<file path="config.mk">
export PLATFORM = sky130hd
export DESIGN_NAME = lane_voice_allocator_unit_flat
export DESIGN_NICKNAME = d
export VERILOG_FILES = /design/src/lva_pkg.sv /design/src/lva_stream_if.sv /design/src/lva_ctrl.sv /design/src/lva_datapath.sv /design/src/lane_voice_allocator_unit.v.sv /design/src/flat_wrapper.sv
export VERILOG_INCLUDE_DIRS = /design/src /design/src/src
export SDC_FILE = /design/constraint.sdc
export NUM_CORES = 1
export LEC_CHECK = 0
export BUFFER_PORTS_ARGS = -buffer_cell sky130_fd_sc_hd__buf_2
export CAP_MARGIN = 15
export CORE_MARGIN = 2
export CORE_UTILIZATION = 40
export CTS_CLUSTER_SIZE = 8
export DETAILED_ROUTE_END_ITERATION = 7
export GPL_TIMING_DRIVEN = 1
export MAX_ROUTING_LAYER = met4
export PLACE_DENSITY = 0.55
export REMOVE_ABC_BUFFERS = 1
export SLEW_MARGIN = 10
export SYNTH_ARGS = -nofsm -noshare
export SYNTH_HDL_FRONTEND = slang
export SYNTH_SLANG_ARGS = --single-unit
export TNS_END_PERCENT = 30
</file>
<file path="constraint.sdc">
create_clock -name clock -period 7.9 [get_ports clock]
set_input_delay 1.185 -clock clock [delete_from_list [all_inputs] [get_ports clock]]
set_output_delay 1.185 -clock clock [all_outputs]
set_load 0.01 [all_outputs]
</file>
<file path="src/lane_voice_allocator_unit_assert.svh">
// ----------------------------------------------------------------------------
// Lane voice allocator assertion macros
// Concurrent assertion wrappers, empty when SYNTHESIS is defined.
// ----------------------------------------------------------------------------
`ifndef LANE_VOICE_ALLOCATOR_UNIT_ASSERT_SVH
`define LANE_VOICE_ALLOCATOR_UNIT_ASSERT_SVH
`ifndef SYNTHESIS
// property that holds at every clock edge outside reset
`define LVA_ASSERT_HOLD(label, clk, rst, prop, msg) \
   label: assert property (@(posedge clk) disable iff (rst) (prop)) else $error(msg);
// consequent that holds in the cycle after the antecedent
`define LVA_ASSERT_NEXT(label, clk, rst, ante, cons, msg) \
   label: assert property (@(posedge clk) disable iff (rst) (ante) |=> (cons)) \
      else $error(msg);
`else
`define LVA_ASSERT_HOLD(label, clk, rst, prop, msg)
`define LVA_ASSERT_NEXT(label, clk, rst, ante, cons, msg)
`endif
`endif

</file>
<file path="src/lva_pkg.sv">
// ----------------------------------------------------------------------------
// Lane voice allocator package
// Sizes, codes, payload and control types shared by the allocator files.
// ----------------------------------------------------------------------------
package lva_pkg;

   // table sizes
   localparam int MAX_VOICES = 8;
   localparam int LANES      = 16;
   localparam int SLOT_W     = $clog2(MAX_VOICES);
   localparam int MAP_IDX_W  = (LANES > 1) ? $clog2(LANES) : 1;

   // field widths
   localparam int OPCODE_W = 2;
   localparam int LANE_W   = 4;
   localparam int NOTE_W   = 7;
   localparam int COLOR_W  = 4;
   localparam int VEL_W    = 7;
   localparam int CHAN_W   = 5;
   localparam int VOICE_W  = 3;
   localparam int ORDER_W  = 32;

   // request opcodes
   localparam logic [OPCODE_W-1:0] OP_START = 2'd0;
   localparam logic [OPCODE_W-1:0] OP_END   = 2'd1;
   localparam logic [OPCODE_W-1:0] OP_ALL   = 2'd2;

   // result event kinds
   localparam logic EV_NOTE_ON  = 1'b0;
   localparam logic EV_NOTE_OFF = 1'b1;

   // slot pointer selects
   localparam logic [2:0] IDX_HOLD = 3'd0;
   localparam logic [2:0] IDX_ZERO = 3'd1;
   localparam logic [2:0] IDX_INC  = 3'd2;
   localparam logic [2:0] IDX_MAP  = 3'd3;
   localparam logic [2:0] IDX_FREE = 3'd4;
   localparam logic [2:0] IDX_BEST = 3'd5;

   typedef struct packed {
      logic [OPCODE_W-1:0] opcode;
      logic [LANE_W-1:0]   lane_id;
      logic [NOTE_W-1:0]   midi_note;
      logic [COLOR_W-1:0]  color_index;
      logic [VEL_W-1:0]    velocity;
      logic                legato;
   } req_payload_type;

   typedef struct packed {
      logic                event_kind;
      logic [CHAN_W-1:0]   channel;
      logic [NOTE_W-1:0]   note;
      logic [VEL_W-1:0]    out_velocity;
      logic [VOICE_W-1:0]  voice_slot;
      logic                last;
   } rsp_payload_type;

   // commands from the controller to the datapath
   typedef struct packed {
      logic       take;
      logic [2:0] idx_sel;
      logic       scan_step;
      logic       claim;
      logic       trigger;
      logic       sound;
      logic       release_slot;
      logic       kill_slot;
      logic       clear_map;
      logic       emit_on;
      logic       emit_off_req;
      logic       emit_off_slot;
      logic       emit_last;
   } cmd_type;

   // status from the datapath to the controller
   typedef struct packed {
      logic [OPCODE_W-1:0] opcode;
      logic                in_range;
      logic                map_hit;
      logic                prefer_hit;
      logic                has_free;
      logic                idx_last;
      logic                sounding;
      logic                later_sounding;
      logic                glide;
      logic                out_free;
   } status_type;

   // map entry index of a lane
   function automatic logic [MAP_IDX_W-1:0] map_index(input logic [LANE_W-1:0] lane);
      map_index = MAP_IDX_W'(lane);
   endfunction

   // MIDI channel of a colour index
   function automatic logic [CHAN_W-1:0] chan_of(input logic [COLOR_W-1:0] color);
      chan_of = CHAN_W'(color) + CHAN_W'(1);
   endfunction

endpackage

</file>
<file path="src/lva_stream_if.sv">
// ----------------------------------------------------------------------------
// Lane voice allocator channels
// Valid/ready channels for request and response transfers.
// ----------------------------------------------------------------------------
interface lva_req_if;
   logic                     valid;
   logic                     ready;
   lva_pkg::req_payload_type payload;

   modport source (output valid, output payload, input ready);
   modport sink   (input valid, input payload, output ready);
endinterface

interface lva_rsp_if;
   logic                     valid;
   logic                     ready;
   lva_pkg::rsp_payload_type payload;

   modport source (output valid, output payload, input ready);
   modport sink   (input valid, input payload, output ready);
endinterface

</file>
<file path="src/lva_ctrl.sv">
// ----------------------------------------------------------------------------
// Lane voice allocator controller
// Sequences decode, slot scans, allocation and result transfers per request.
// ----------------------------------------------------------------------------
`include "lane_voice_allocator_unit_assert.svh"

module lva_ctrl (
   input  logic                clock,
   input  logic                reset,
   input  logic                req_valid,
   output logic                req_ready,
   input  lva_pkg::status_type status,
   output lva_pkg::cmd_type    cmd
);

   localparam logic [3:0] ST_IDLE   = 4'd0;
   localparam logic [3:0] ST_DECODE = 4'd1;
   localparam logic [3:0] ST_ALL    = 4'd2;
   localparam logic [3:0] ST_END    = 4'd3;
   localparam logic [3:0] ST_SCAN   = 4'd4;
   localparam logic [3:0] ST_PICK   = 4'd5;
   localparam logic [3:0] ST_ASSIGN = 4'd6;
   localparam logic [3:0] ST_ON     = 4'd7;
   localparam logic [3:0] ST_OFF    = 4'd8;

   logic [3:0] state_ff;
   logic [3:0] state_in;
   logic       emit_any;

   assign req_ready = (state_ff == ST_IDLE);
   assign emit_any  = cmd.emit_on | cmd.emit_off_req | cmd.emit_off_slot;

   // next state and commands
   always_comb begin
      state_in    = state_ff;
      cmd         = '0;
      cmd.idx_sel = lva_pkg::IDX_HOLD;
      unique case (state_ff)
         ST_IDLE: begin
            if (req_valid) begin
               cmd.take = 1'b1;
               state_in = ST_DECODE;
            end
         end
         ST_DECODE: begin
            case (status.opcode)
               lva_pkg::OP_ALL: begin
                  cmd.idx_sel = lva_pkg::IDX_ZERO;
                  state_in    = ST_ALL;
               end
               lva_pkg::OP_START: begin
                  if (!status.in_range) begin
                     state_in = ST_IDLE;
                  end else if (status.prefer_hit) begin
                     cmd.idx_sel = lva_pkg::IDX_MAP;
                     state_in    = ST_ON;
                  end else if (status.has_free) begin
                     cmd.idx_sel = lva_pkg::IDX_FREE;
                     state_in    = ST_ASSIGN;
                  end else begin
                     cmd.idx_sel = lva_pkg::IDX_ZERO;
                     state_in    = ST_SCAN;
                  end
               end
               lva_pkg::OP_END: begin
                  if (status.in_range && status.map_hit) begin
                     cmd.idx_sel = lva_pkg::IDX_MAP;
                     state_in    = ST_END;
                  end else begin
                     state_in = ST_IDLE;
                  end
               end
               default: state_in = ST_IDLE;
            endcase
         end
         ST_END: begin
            if (!status.sounding) begin
               cmd.release_slot = 1'b1;
               state_in         = ST_IDLE;
            end else if (status.out_free) begin
               cmd.emit_off_req = 1'b1;
               cmd.emit_last    = 1'b1;
               cmd.release_slot = 1'b1;
               state_in         = ST_IDLE;
            end
         end
         ST_ALL: begin
            if (!status.sounding || status.out_free) begin
               cmd.emit_off_slot = status.sounding;
               cmd.emit_last     = !status.later_sounding;
               cmd.kill_slot     = 1'b1;
               if (status.idx_last) begin
                  cmd.clear_map = 1'b1;
                  state_in      = ST_IDLE;
               end else begin
                  cmd.idx_sel = lva_pkg::IDX_INC;
               end
            end
         end
         ST_SCAN: begin
            cmd.scan_step = 1'b1;
            if (status.idx_last) begin
               state_in = ST_PICK;
            end else begin
               cmd.idx_sel = lva_pkg::IDX_INC;
            end
         end
         ST_PICK: begin
            cmd.idx_sel = lva_pkg::IDX_BEST;
            state_in    = ST_ASSIGN;
         end
         ST_ASSIGN: begin
            cmd.claim = 1'b1;
            state_in  = ST_ON;
         end
         ST_ON: begin
            if (status.out_free) begin
               cmd.emit_on   = 1'b1;
               cmd.trigger   = 1'b1;
               cmd.emit_last = !status.glide;
               if (status.glide) begin
                  state_in = ST_OFF;
               end else begin
                  cmd.sound = 1'b1;
                  state_in  = ST_IDLE;
               end
            end
         end
         ST_OFF: begin
            if (status.out_free) begin
               cmd.emit_off_req = 1'b1;
               cmd.emit_last    = 1'b1;
               cmd.sound        = 1'b1;
               state_in         = ST_IDLE;
            end
         end
         default: state_in = ST_IDLE;
      endcase
   end

   // advance state
   always_ff @(posedge clock) begin
      if (reset) begin
         state_ff <= ST_IDLE;
      end else begin
         state_ff <= state_in;
      end
   end

   `LVA_ASSERT_HOLD(a_emit_needs_room, clock, reset, !emit_any || status.out_free, "transfer loaded while output busy")
   `LVA_ASSERT_NEXT(a_pick_then_assign, clock, reset, state_ff == ST_PICK, state_ff == ST_ASSIGN, "steal pick not followed by assign")

endmodule

</file>
<file path="src/lva_datapath.sv">
// ----------------------------------------------------------------------------
// Lane voice allocator datapath
// Voice table, lane map, oldest-trigger scan and the response register.
// ----------------------------------------------------------------------------
`include "lane_voice_allocator_unit_assert.svh"

module lva_datapath (
   input  logic                     clock,
   input  logic                     reset,
   input  lva_pkg::req_payload_type req_payload,
   input  lva_pkg::cmd_type         cmd,
   output lva_pkg::status_type      status,
   output logic                     rsp_valid,
   output lva_pkg::rsp_payload_type rsp_payload,
   input  logic                     rsp_ready
);

   localparam logic [lva_pkg::SLOT_W-1:0] SLOT_LAST = lva_pkg::SLOT_W'(lva_pkg::MAX_VOICES - 1);

   // latched request
   lva_pkg::req_payload_type req_ff;

   // voice table
   logic [lva_pkg::MAX_VOICES-1:0]  lane_ok_ff;
   logic [lva_pkg::MAX_VOICES-1:0]  note_ok_ff;
   logic [lva_pkg::LANE_W-1:0]      slot_lane_ff  [lva_pkg::MAX_VOICES];
   logic [lva_pkg::NOTE_W-1:0]      slot_note_ff  [lva_pkg::MAX_VOICES];
   logic [lva_pkg::COLOR_W-1:0]     slot_color_ff [lva_pkg::MAX_VOICES];
   logic [lva_pkg::ORDER_W-1:0]     slot_order_ff [lva_pkg::MAX_VOICES];
   logic [lva_pkg::ORDER_W-1:0]     trigger_count_ff;
   logic [lva_pkg::ORDER_W-1:0]     trigger_count_in;

   // lane map
   logic [lva_pkg::LANES-1:0]       map_ok_ff;
   logic [lva_pkg::SLOT_W-1:0]      map_slot_ff [lva_pkg::LANES];

   // slot pointer and scan
   logic [lva_pkg::SLOT_W-1:0]      idx_ff;
   logic [lva_pkg::SLOT_W-1:0]      idx_in;
   logic [lva_pkg::SLOT_W-1:0]      best_slot_ff;
   logic [lva_pkg::ORDER_W-1:0]     best_order_ff;
   logic [lva_pkg::SLOT_W-1:0]      free_slot;

   // response register
   logic                            rsp_valid_ff;
   lva_pkg::rsp_payload_type        rsp_ff;
   logic                            out_free;

   logic [lva_pkg::MAP_IDX_W-1:0]   req_map_idx;
   logic [lva_pkg::MAP_IDX_W-1:0]   own_map_idx;
   logic [lva_pkg::MAX_VOICES-1:0]  above_mask;

   assign req_map_idx      = lva_pkg::map_index(req_ff.lane_id);
   assign own_map_idx      = lva_pkg::map_index(slot_lane_ff[idx_ff]);
   assign out_free         = !rsp_valid_ff || rsp_ready;
   assign trigger_count_in = trigger_count_ff + lva_pkg::ORDER_W'(1);

   // lowest free slot
   always_comb begin
      free_slot = '0;
      for (int i = lva_pkg::MAX_VOICES - 1; i >= 0; i--) begin
         if (!lane_ok_ff[i]) begin
            free_slot = lva_pkg::SLOT_W'(i);
         end
      end
   end

   // slots above the pointer
   always_comb begin
      for (int i = 0; i < lva_pkg::MAX_VOICES; i++) begin
         above_mask[i] = (lva_pkg::SLOT_W'(i) > idx_ff);
      end
   end

   // status toward the controller
   always_comb begin
      status.opcode         = req_ff.opcode;
      status.in_range       = (32'(req_ff.lane_id) < 32'(lva_pkg::LANES));
      status.map_hit        = map_ok_ff[req_map_idx];
      status.prefer_hit     = req_ff.legato && map_ok_ff[req_map_idx];
      status.has_free       = !(&lane_ok_ff);
      status.idx_last       = (idx_ff == SLOT_LAST);
      status.sounding       = note_ok_ff[idx_ff];
      status.later_sounding = |(note_ok_ff & above_mask);
      status.glide          = req_ff.legato && note_ok_ff[idx_ff]
                              && (slot_note_ff[idx_ff] != req_ff.midi_note);
      status.out_free       = out_free;
   end

   // slot pointer select
   always_comb begin
      case (cmd.idx_sel)
         lva_pkg::IDX_ZERO: idx_in = '0;
         lva_pkg::IDX_INC:  idx_in = idx_ff + lva_pkg::SLOT_W'(1);
         lva_pkg::IDX_MAP:  idx_in = map_slot_ff[req_map_idx];
         lva_pkg::IDX_FREE: idx_in = free_slot;
         lva_pkg::IDX_BEST: idx_in = best_slot_ff;
         default:           idx_in = idx_ff;
      endcase
   end

   // control state: valid bits, orders, colours, count, slot pointer, response valid
   always_ff @(posedge clock) begin
      if (reset) begin
         lane_ok_ff       <= '0;
         note_ok_ff       <= '0;
         map_ok_ff        <= '0;
         trigger_count_ff <= '0;
         rsp_valid_ff     <= 1'b0;
         idx_ff           <= '0;
         for (int i = 0; i < lva_pkg::MAX_VOICES; i++) begin
            slot_order_ff[i] <= '0;
            slot_color_ff[i] <= '0;
         end
      end else begin
         idx_ff <= idx_in;
         // claim a slot; a stolen slot drops its old lane's entry
         if (cmd.claim) begin
            if (lane_ok_ff[idx_ff]) begin
               map_ok_ff[own_map_idx] <= 1'b0;
            end
            lane_ok_ff[idx_ff]     <= 1'b1;
            map_ok_ff[req_map_idx] <= 1'b1;
         end
         if (cmd.trigger) begin
            trigger_count_ff      <= trigger_count_in;
            slot_order_ff[idx_ff] <= trigger_count_in;
            slot_color_ff[idx_ff] <= req_ff.color_index;
         end
         if (cmd.sound) begin
            note_ok_ff[idx_ff] <= 1'b1;
         end
         if (cmd.release_slot) begin
            note_ok_ff[idx_ff]     <= 1'b0;
            lane_ok_ff[idx_ff]     <= 1'b0;
            map_ok_ff[req_map_idx] <= 1'b0;
         end
         if (cmd.kill_slot) begin
            note_ok_ff[idx_ff] <= 1'b0;
            lane_ok_ff[idx_ff] <= 1'b0;
         end
         if (cmd.clear_map) begin
            map_ok_ff <= '0;
         end
         // hold the response until its transfer
         if (cmd.emit_on || cmd.emit_off_req || cmd.emit_off_slot) begin
            rsp_valid_ff <= 1'b1;
         end else if (rsp_ready) begin
            rsp_valid_ff <= 1'b0;
         end
      end
   end

   // payload registers
   always_ff @(posedge clock) begin
      if (cmd.take) begin
         req_ff <= req_payload;
      end
      if (cmd.claim) begin
         slot_lane_ff[idx_ff]     <= req_ff.lane_id;
         map_slot_ff[req_map_idx] <= idx_ff;
      end
      if (cmd.sound) begin
         slot_note_ff[idx_ff] <= req_ff.midi_note;
      end
      // keep the oldest trigger order seen so far; ties stay on the lower slot
      if (cmd.scan_step) begin
         if ((idx_ff == '0) || (slot_order_ff[idx_ff] < best_order_ff)) begin
            best_order_ff <= slot_order_ff[idx_ff];
            best_slot_ff  <= idx_ff;
         end
      end
      // load the response
      if (cmd.emit_on) begin
         rsp_ff.event_kind   <= lva_pkg::EV_NOTE_ON;
         rsp_ff.channel      <= lva_pkg::chan_of(req_ff.color_index);
         rsp_ff.note         <= req_ff.midi_note;
         rsp_ff.out_velocity <= req_ff.velocity;
         rsp_ff.voice_slot   <= lva_pkg::VOICE_W'(idx_ff);
         rsp_ff.last         <= cmd.emit_last;
      end else if (cmd.emit_off_req || cmd.emit_off_slot) begin
         rsp_ff.event_kind   <= lva_pkg::EV_NOTE_OFF;
         rsp_ff.channel      <= cmd.emit_off_slot ? lva_pkg::chan_of(slot_color_ff[idx_ff])
                                                  : lva_pkg::chan_of(req_ff.color_index);
         rsp_ff.note         <= slot_note_ff[idx_ff];
         rsp_ff.out_velocity <= '0;
         rsp_ff.voice_slot   <= lva_pkg::VOICE_W'(idx_ff);
         rsp_ff.last         <= cmd.emit_last;
      end
   end

   assign rsp_valid   = rsp_valid_ff;
   assign rsp_payload = rsp_ff;

   `LVA_ASSERT_HOLD(a_sounding_has_lane, clock, reset, (note_ok_ff & ~lane_ok_ff) == '0, "sounding slot without lane")
   `LVA_ASSERT_NEXT(a_claim_maps_lane, clock, reset, cmd.claim, map_ok_ff[$past(req_map_idx)] && (map_slot_ff[$past(req_map_idx)] == $past(idx_ff)), "claimed slot not mapped to lane")

endmodule

</file>
<file path="src/lane_voice_allocator_unit.v.sv">
// ----------------------------------------------------------------------------
// Lane voice allocator unit
// Voice allocation for drawing lanes with oldest-trigger stealing.
// ----------------------------------------------------------------------------
//  channel   direction  payload                                      handshake
//  req_bus   in         opcode, lane_id, midi_note, color, vel, leg  valid/ready
//  rsp_bus   out        event_kind, channel, note, velocity, slot    valid/ready
//
//  One request at a time: a reserved code or a note end on an unmapped lane
//  ends at decode; a note end on a mapped lane releases its voice; a start
//  claims a free voice, or scans every slot (one trigger-order compare per slot)
//  to steal, unless it holds its lane's voice; all notes off visits every slot.
//  Each result waits for room in the output register.
//  Reset (synchronous) clears valid bits, orders, colours and the count at once.
//  A result waits in the output register while the next request is taken.
module lane_voice_allocator_unit (
   input logic       clock,
   input logic       reset,
   lva_req_if.sink   req_bus,
   lva_rsp_if.source rsp_bus
);

   lva_pkg::cmd_type    cmd;
   lva_pkg::status_type status;

   // sequence each request
   lva_ctrl u_ctrl (
      .clock     (clock),
      .reset     (reset),
      .req_valid (req_bus.valid),
      .req_ready (req_bus.ready),
      .status    (status),
      .cmd       (cmd)
   );

   // tables and response register
   lva_datapath u_datapath (
      .clock       (clock),
      .reset       (reset),
      .req_payload (req_bus.payload),
      .cmd         (cmd),
      .status      (status),
      .rsp_valid   (rsp_bus.valid),
      .rsp_payload (rsp_bus.payload),
      .rsp_ready   (rsp_bus.ready)
   );

endmodule

</file>
<file path="src/flat_wrapper.sv">
// flat-port wrapper written by rule: the top's interface ports become plain ports
module lane_voice_allocator_unit_flat 
  (clock, reset, req_bus_valid, req_bus_payload, req_bus_ready, rsp_bus_valid, rsp_bus_payload, rsp_bus_ready);
  lva_req_if req_bus_i ();
  lva_rsp_if rsp_bus_i ();
  input logic clock;
  input logic reset;
  input wire logic [$bits(req_bus_i.valid)-1:0] req_bus_valid;
  input wire logic [$bits(req_bus_i.payload)-1:0] req_bus_payload;
  output wire logic [$bits(req_bus_i.ready)-1:0] req_bus_ready;
  output wire logic [$bits(rsp_bus_i.valid)-1:0] rsp_bus_valid;
  output wire logic [$bits(rsp_bus_i.payload)-1:0] rsp_bus_payload;
  input wire logic [$bits(rsp_bus_i.ready)-1:0] rsp_bus_ready;
  assign req_bus_i.valid = req_bus_valid;
  assign req_bus_i.payload = req_bus_payload;
  assign req_bus_ready = req_bus_i.ready;
  assign rsp_bus_valid = rsp_bus_i.valid;
  assign rsp_bus_payload = rsp_bus_i.payload;
  assign rsp_bus_i.ready = rsp_bus_ready;
  lane_voice_allocator_unit u_core (.clock(clock), .reset(reset), .req_bus(req_bus_i), .rsp_bus(rsp_bus_i));
endmodule
</file>
After elaboration in Yosys (flattened, before gate mapping)
Memory sizes are Yosys's and may differ from the RTL's. A register that Yosys moved wholly into a read port is not among the register bits.
Cells that the tools add are included.
{"block": "word_totals", "regBits": 156, "mem_bits_rw": 424, "output_inout_bits": 26, "n_memories": 5, "romBits": 0, "latchBits": 0, "inputBits": 29}
{"block": "op_classes", "mul": 0, "eq_ne": 22, "reduce_logical": 29, "mux": 107, "div": 0, "n_shift": 0, "n_addsub": 4, "n_bitwise": 13, "order_cmp": 15}
{"name": "u_core.u_datapath.slot_order_ff", "depth": 8, "word_bits": 32, "rd": 1, "rd_ports_with_merged_regs": 1, "write_ports": 8, "line": "lva_datapath.sv:29", "source": "logic [lva_pkg::ORDER_W-1:0] slot_order_ff [lva_pkg::MAX_VOICES];"}
{"name": "u_core.u_datapath.slot_note_ff", "depth": 8, "word_bits": 7, "rd": 1, "rd_ports_with_merged_regs": 1, "write_ports": 1, "line": "lva_datapath.sv:27", "source": "logic [lva_pkg::NOTE_W-1:0] slot_note_ff [lva_pkg::MAX_VOICES];"}
{"name": "u_core.u_datapath.map_slot_ff", "depth": 16, "word_bits": 3, "rd": 1, "rd_ports_with_merged_regs": 1, "write_ports": 1, "line": "lva_datapath.sv:35", "source": "logic [lva_pkg::SLOT_W-1:0] map_slot_ff [lva_pkg::LANES];"}
{"name": "u_core.u_datapath.slot_color_ff", "depth": 8, "word_bits": 4, "rd": 1, "rd_ports_with_merged_regs": 1, "write_ports": 8, "line": "lva_datapath.sv:28", "source": "logic [lva_pkg::COLOR_W-1:0] slot_color_ff [lva_pkg::MAX_VOICES];"}
{"name": "u_core.u_datapath.slot_lane_ff", "depth": 8, "word_bits": 4, "rd": 1, "rd_ports_with_merged_regs": 1, "write_ports": 1, "line": "lva_datapath.sv:26", "source": "logic [lva_pkg::LANE_W-1:0] slot_lane_ff [lva_pkg::MAX_VOICES];"}
{"operator": "2-to-1 mux 16 bit", "n": 6}
{"operator": "2-to-1 mux 8 bit", "n": 10}
{"operator": "2-to-1 mux 3 bit", "n": 20}
{"operator": "2-to-1 mux 23 bit", "n": 2}
{"operator": "bitwise AND 8 bit", "n": 5}
{"operator": "2-to-1 mux 4 bit", "n": 10}
{"operator": "one-hot mux 4 bit (9 select lines)", "n": 1}
{"operator": "2-to-1 mux 1 bit", "n": 33}
{"operator": "adder 32 x 1 -> 32 bit, second input constant", "n": 1}
{"operator": "bitwise AND 16 bit", "n": 2}
{"operator": "< comparator 32 bit", "n": 1}
{"operator": "2-to-1 mux 32 bit", "n": 1}
{"operator": "NOT 16 bit", "n": 2}
{"operator": "OR reduction 32 bit", "n": 1}
{"operator": "2-to-1 mux 2 bit", "n": 10}
{"operator": "equality test 4 x 3 -> 1 bit, second input constant", "n": 4}
{"operator": "OR 16 bit", "n": 1}
{"operator": "OR 8 bit", "n": 2}
{"operator": "one-hot mux 3 bit (5 select lines)", "n": 1}
{"operator": "> comparator 3 bit, first input constant", "n": 4}
{"operator": "one-hot mux 3 bit (4 select lines)", "n": 1}
{"operator": "one-hot mux 4 bit (3 select lines)", "n": 1}
{"operator": "adder 4 x 1 -> 5 bit, second input constant", "n": 2}
{"operator": "< comparator 4 x 5 -> 1 bit, second input constant", "n": 2}
{"operator": "40 further kinds", "n": 67}

Depth between registers and ports, before layout
{"block": "logic_depth", "word_depth": 14, "mapped_depth": 15, "depth_no_buf": 10}

Modules after synthesis
A second synthesis with hierarchy kept.
{"block": "unflattened", "hier_cells": 1830, "area_unflattened_um2": 25758.5}
{"mod": "lva_datapath", "area_per_inst_um2": 25161.6, "cells_each": 1741, "instances": 1}
{"mod": "lva_ctrl", "area_per_inst_um2": 596.8, "cells_each": 89, "instances": 1}

Worst setup path before layout
OpenSTA, ideal clock, no wires.
{"block": "synth_timing", "path_type": "register -> register", "startpoint": "register with a tool-made name", "endpoint": "register u_core.u_datapath.best_order_ff[0] (netlist name) (read register of u_core.u_datapath.slot_order_ff) (enable)", "n_path_buf": 4, "setup_slack_ps": 1538, "required_time_ps": 7429, "arrival_time_ps": 5891, "stages_incl_launch_ff": 15, "setup_ps": 471, "period_less_slack_ps": 6362, "path_cell_list": "dfxtp_1 > buf_2 > buf_2 > buf_2 > buf_2 > mux4_2 > mux2_2 > ha_1 > a21o_1 > a21o_1 > a21oi_1 > nor2_1 > nor4_1 > nor4_1 > nor3_1"}
{"element": "to (decl)", "line": "lva_datapath.sv:41", "source": "logic [lva_pkg::ORDER_W-1:0] best_order_ff;"}

==> results.json <==
{
  "fmax_ghz": 0.210,
  "syn2layout_area_growth_pct": 14.3,
  "rsz0062_at_grt": "no",
  "synth-simple-area-share": 0.112,
  "ys_ff_latch": 587,
  "dieArea_sq_um": 66100,
  "synth_ff_type": "edfxtp_1",
  "drc_errors": 0,
  "antenna_cells": 0,
  "synth_edf_count": 507,
  "yosysTopAreaCell": "edfxtp_1",
  "holdPathStages": 2,
  "die_h_microns": 257,
  "maxCapViolCount": 0,
  "cts-buffers-inserted": 83,
  "power_density_nw_per_um2": 276,
  "vias": 15373,
  "die_w_microns": 257,
  "layout.nets": 1958,
  "vdd_drop_max_uv": 171,
  "setup_viol": 0,
  "crit_arrival_ps": 5010,
  "final-max-slew-violation-count": 0,
  "grt_max_degree": 56,
  "ys_types": 63,
  "wire_per_inst_microns": 22.7,
  "finalPower_mw": 8.09,
  "worstSkewPairLatency_ps": 630,
  "first_global_vias": 15768,
  "synth-compound-area-share": 0.0423,
  "hold_path.class": "reg -> reg",
  "ys_async_sr_fraction": 0,
  "clock_path_buffers": 3,
  "min_to": "u_core.u_datapath.note_ok_ff[0]",
  "fin_crit_sh": 0.603,
  "synth-adder-area-share": 0.0185,
  "postCtsSetupBuffers": 0,
  "worst_slew_pin_slew_ps": 911,
  "drt-initial-drc-count": 1186,
  "hold_buffers": 0,
  "min_period_ps": 4760,
  "reg2regPathDepth": 12,
  "mostFrequentLayoutCell": "edfxtp_1",
  "drtPass1Iterations": 5,
  "post-dp-hpwl_mm": 36.9,
  "status": "completed",
  "final_cell_area_sq_um": 29300,
  "cts_tree": "yes",
  "synth_area_leaders": "edfxtp_1, mux4_2, dfxtp_1",
  "gr-total-overflow": 0,
  "grt_usage": 0.199,
  "numClockSinks": 587,
  "numPortBuffers": 54,
  "fillers": 5567,
  "place_ws_ps": 3060,
  "crit_type": "reg -> reg",
  "antenna_found_initial": 0,
  "coreArea_sq_um": 63200,
  "r2r_setup_slack_ps": 3140,
  "cts_resized": 0,
  "worstHoldStart": "u_core.u_datapath.note_ok_ff[0]",
  "fin_skew_ps": 24.9,
  "place_congestion": 0.803,
  "start_kind": "flop",
  "cts_root_buf": "clkbuf_16",
  "layout.core_utilization": 0.464,
  "crit_path_end_kind": "flop",
  "clkTransAtPathRegs_ps": 50,
  "synth_top_area_frac": 0.594,
  "layout-drive-gt1-share": 0.191,
  "cp_max_fo": 40,
  "syn-cell-area_sq_um": 25600,
  "setup_ws_ps": 3140,
  "final_cell_mix": "edfxtp_1, nor2_1, mux4_2",
  "rows": 92,
  "r2r_end": "u_core.u_datapath.best_order_ff[2]",
  "crit_required_ps": 8150,
  "dp_cells": 2652,
  "num_io_pins": 55,
  "synth_top_family_by_area": "multiplexers",
  "synth_mux_area_frac": 0.127,
  "avgSynthCellArea_sq_um": 14.1,
  "instances_no_fill": 2799,
  "ys_warn_count": 0,
  "synth_xor_area_frac": 0.0208,
  "antenna_left": 0,
  "hold_slack_ps": 482,
  "fin_tns_setup_ps": 0,
  "syn_inst": 1814,
  "final_hold_viol_count": 0,
  "timing.slew.headroom": 0.388,
  "grt_pass1_wl_mm": 96.6,
  "p_leak_nw": 9.65,
  "h-tree-depth": 3,
  "vias_per_cell": 5.49,
  "initial_utilization": 0.406,
  "drt-total-wl_mm": 63.4,
  "ys_seq_area_frac": 0.656,
  "dpl-instance-area_sq_um": 26900
}
## power breakdown
group / switching (mW) / total, mW / internal (mW)
Clock: 1.32 / 3.29 / 1.97
Combinational: 0.521 / 0.953 / 0.432
Sequential: 0.230 / 3.85 / 3.62
## logic make-up after synthesis
family          Yosys count
simple gates            642
compound gates          158
fa+ha+maj                38
flops                   587
buf+inv                 151
xor+xnor                 61
mux                     177
## how the worst max path moves through the flow
stage	from	endpoint
after floorplan	flop	u_core.u_datapath.best_order_ff[0]
after global placement	flop	u_core.u_datapath.best_order_ff[5]
after detailed placement	flop	u_core.u_datapath.best_order_ff[1]
after CTS	flop	u_core.u_datapath.best_order_ff[8]
after global routing	flop	u_core.u_datapath.best_order_ff[8]
final	flop	u_core.u_datapath.best_order_ff[2]
## cells in the mapped netlist (5+ instances only)
cell type and number:
nand4_1 14, nor3_1 33, xnor2_1 34, or3_1 18, nand3_1 31, and2_1 24
nor2_1 360, and3_1 41, ha_1 38, a211oi_1 8, o31ai_1 6, a21o_1 9
nor4_1 5, mux4_2 113, edfxtp_1 507, o221a_2 8, inv_1 53, a21oi_1 32
o21ai_0 34, mux2_2 46, nand2_1 83, a31oi_1 7, nand2b_1 8, o211ai_1 5
buf_1 5, o21a_1 15, a311oi_1 5, clkbuf_1 74, nor2b_1 9, buf_2 16
dfxtp_1 80, mux2i_1 18, xor2_1 27
## worst max-delay path: stages (launching register included)
cell and delay (ps):
dfxtp_4 940, buf_4 740, mux4_2 580, mux2_2 290, ha_1 290, a21oi_1 160
nor2b_1 60, o21ai_0 150, nand2b_1 70, a211oi_1 220, o21ai_0 140, nor3_2 190
buf_4 500
## final cells by class
cell class	count	area [sq um]	share of cell area
Timing Repair Buffer	89	533	0.0182
Clock inverter	8	121	0.00414
Inverter	54	203	0.00692
Tap cell	846	1060	0.0361
Clock buffer	139	2290	0.0781
Multi-Input combinational cell	1076	8260	0.282
Sequential cell	587	16800	0.575
## registers in the layout, summed over array words and instances, names as in the netlist, 8 cells and up, named ones only
register,cells
u_core.u_datapath.trigger_count_ff,32
u_core.u_datapath.slot_lane_ff,32
u_core.u_datapath.slot_color_ff,32
u_core.u_datapath.map_ok_ff,16
u_core.u_datapath.map_slot_ff,48
u_core.u_datapath.slot_order_ff,256
u_core.u_datapath.lane_ok_ff,8
u_core.u_datapath.req_ff,19
u_core.u_datapath.rsp_payload,24
u_core.u_datapath.slot_note_ff,56
u_core.u_datapath.best_order_ff,32
## metal layers
| layer | GRT usage | share of wire | up-vias |
|---|---|---|---|
| li1 | - | - | 6974 |
| met1 | 0.265 | 0.44 | 7795 |
| met2 | 0.314 | 0.48 | 484 |
| met3 | 0.0342 | 0.053 | 120 |
| met4 | 0.0583 | 0.025 | 0 |
| met5 | - | 0 | - |
(Power assumes the default switching activity.)
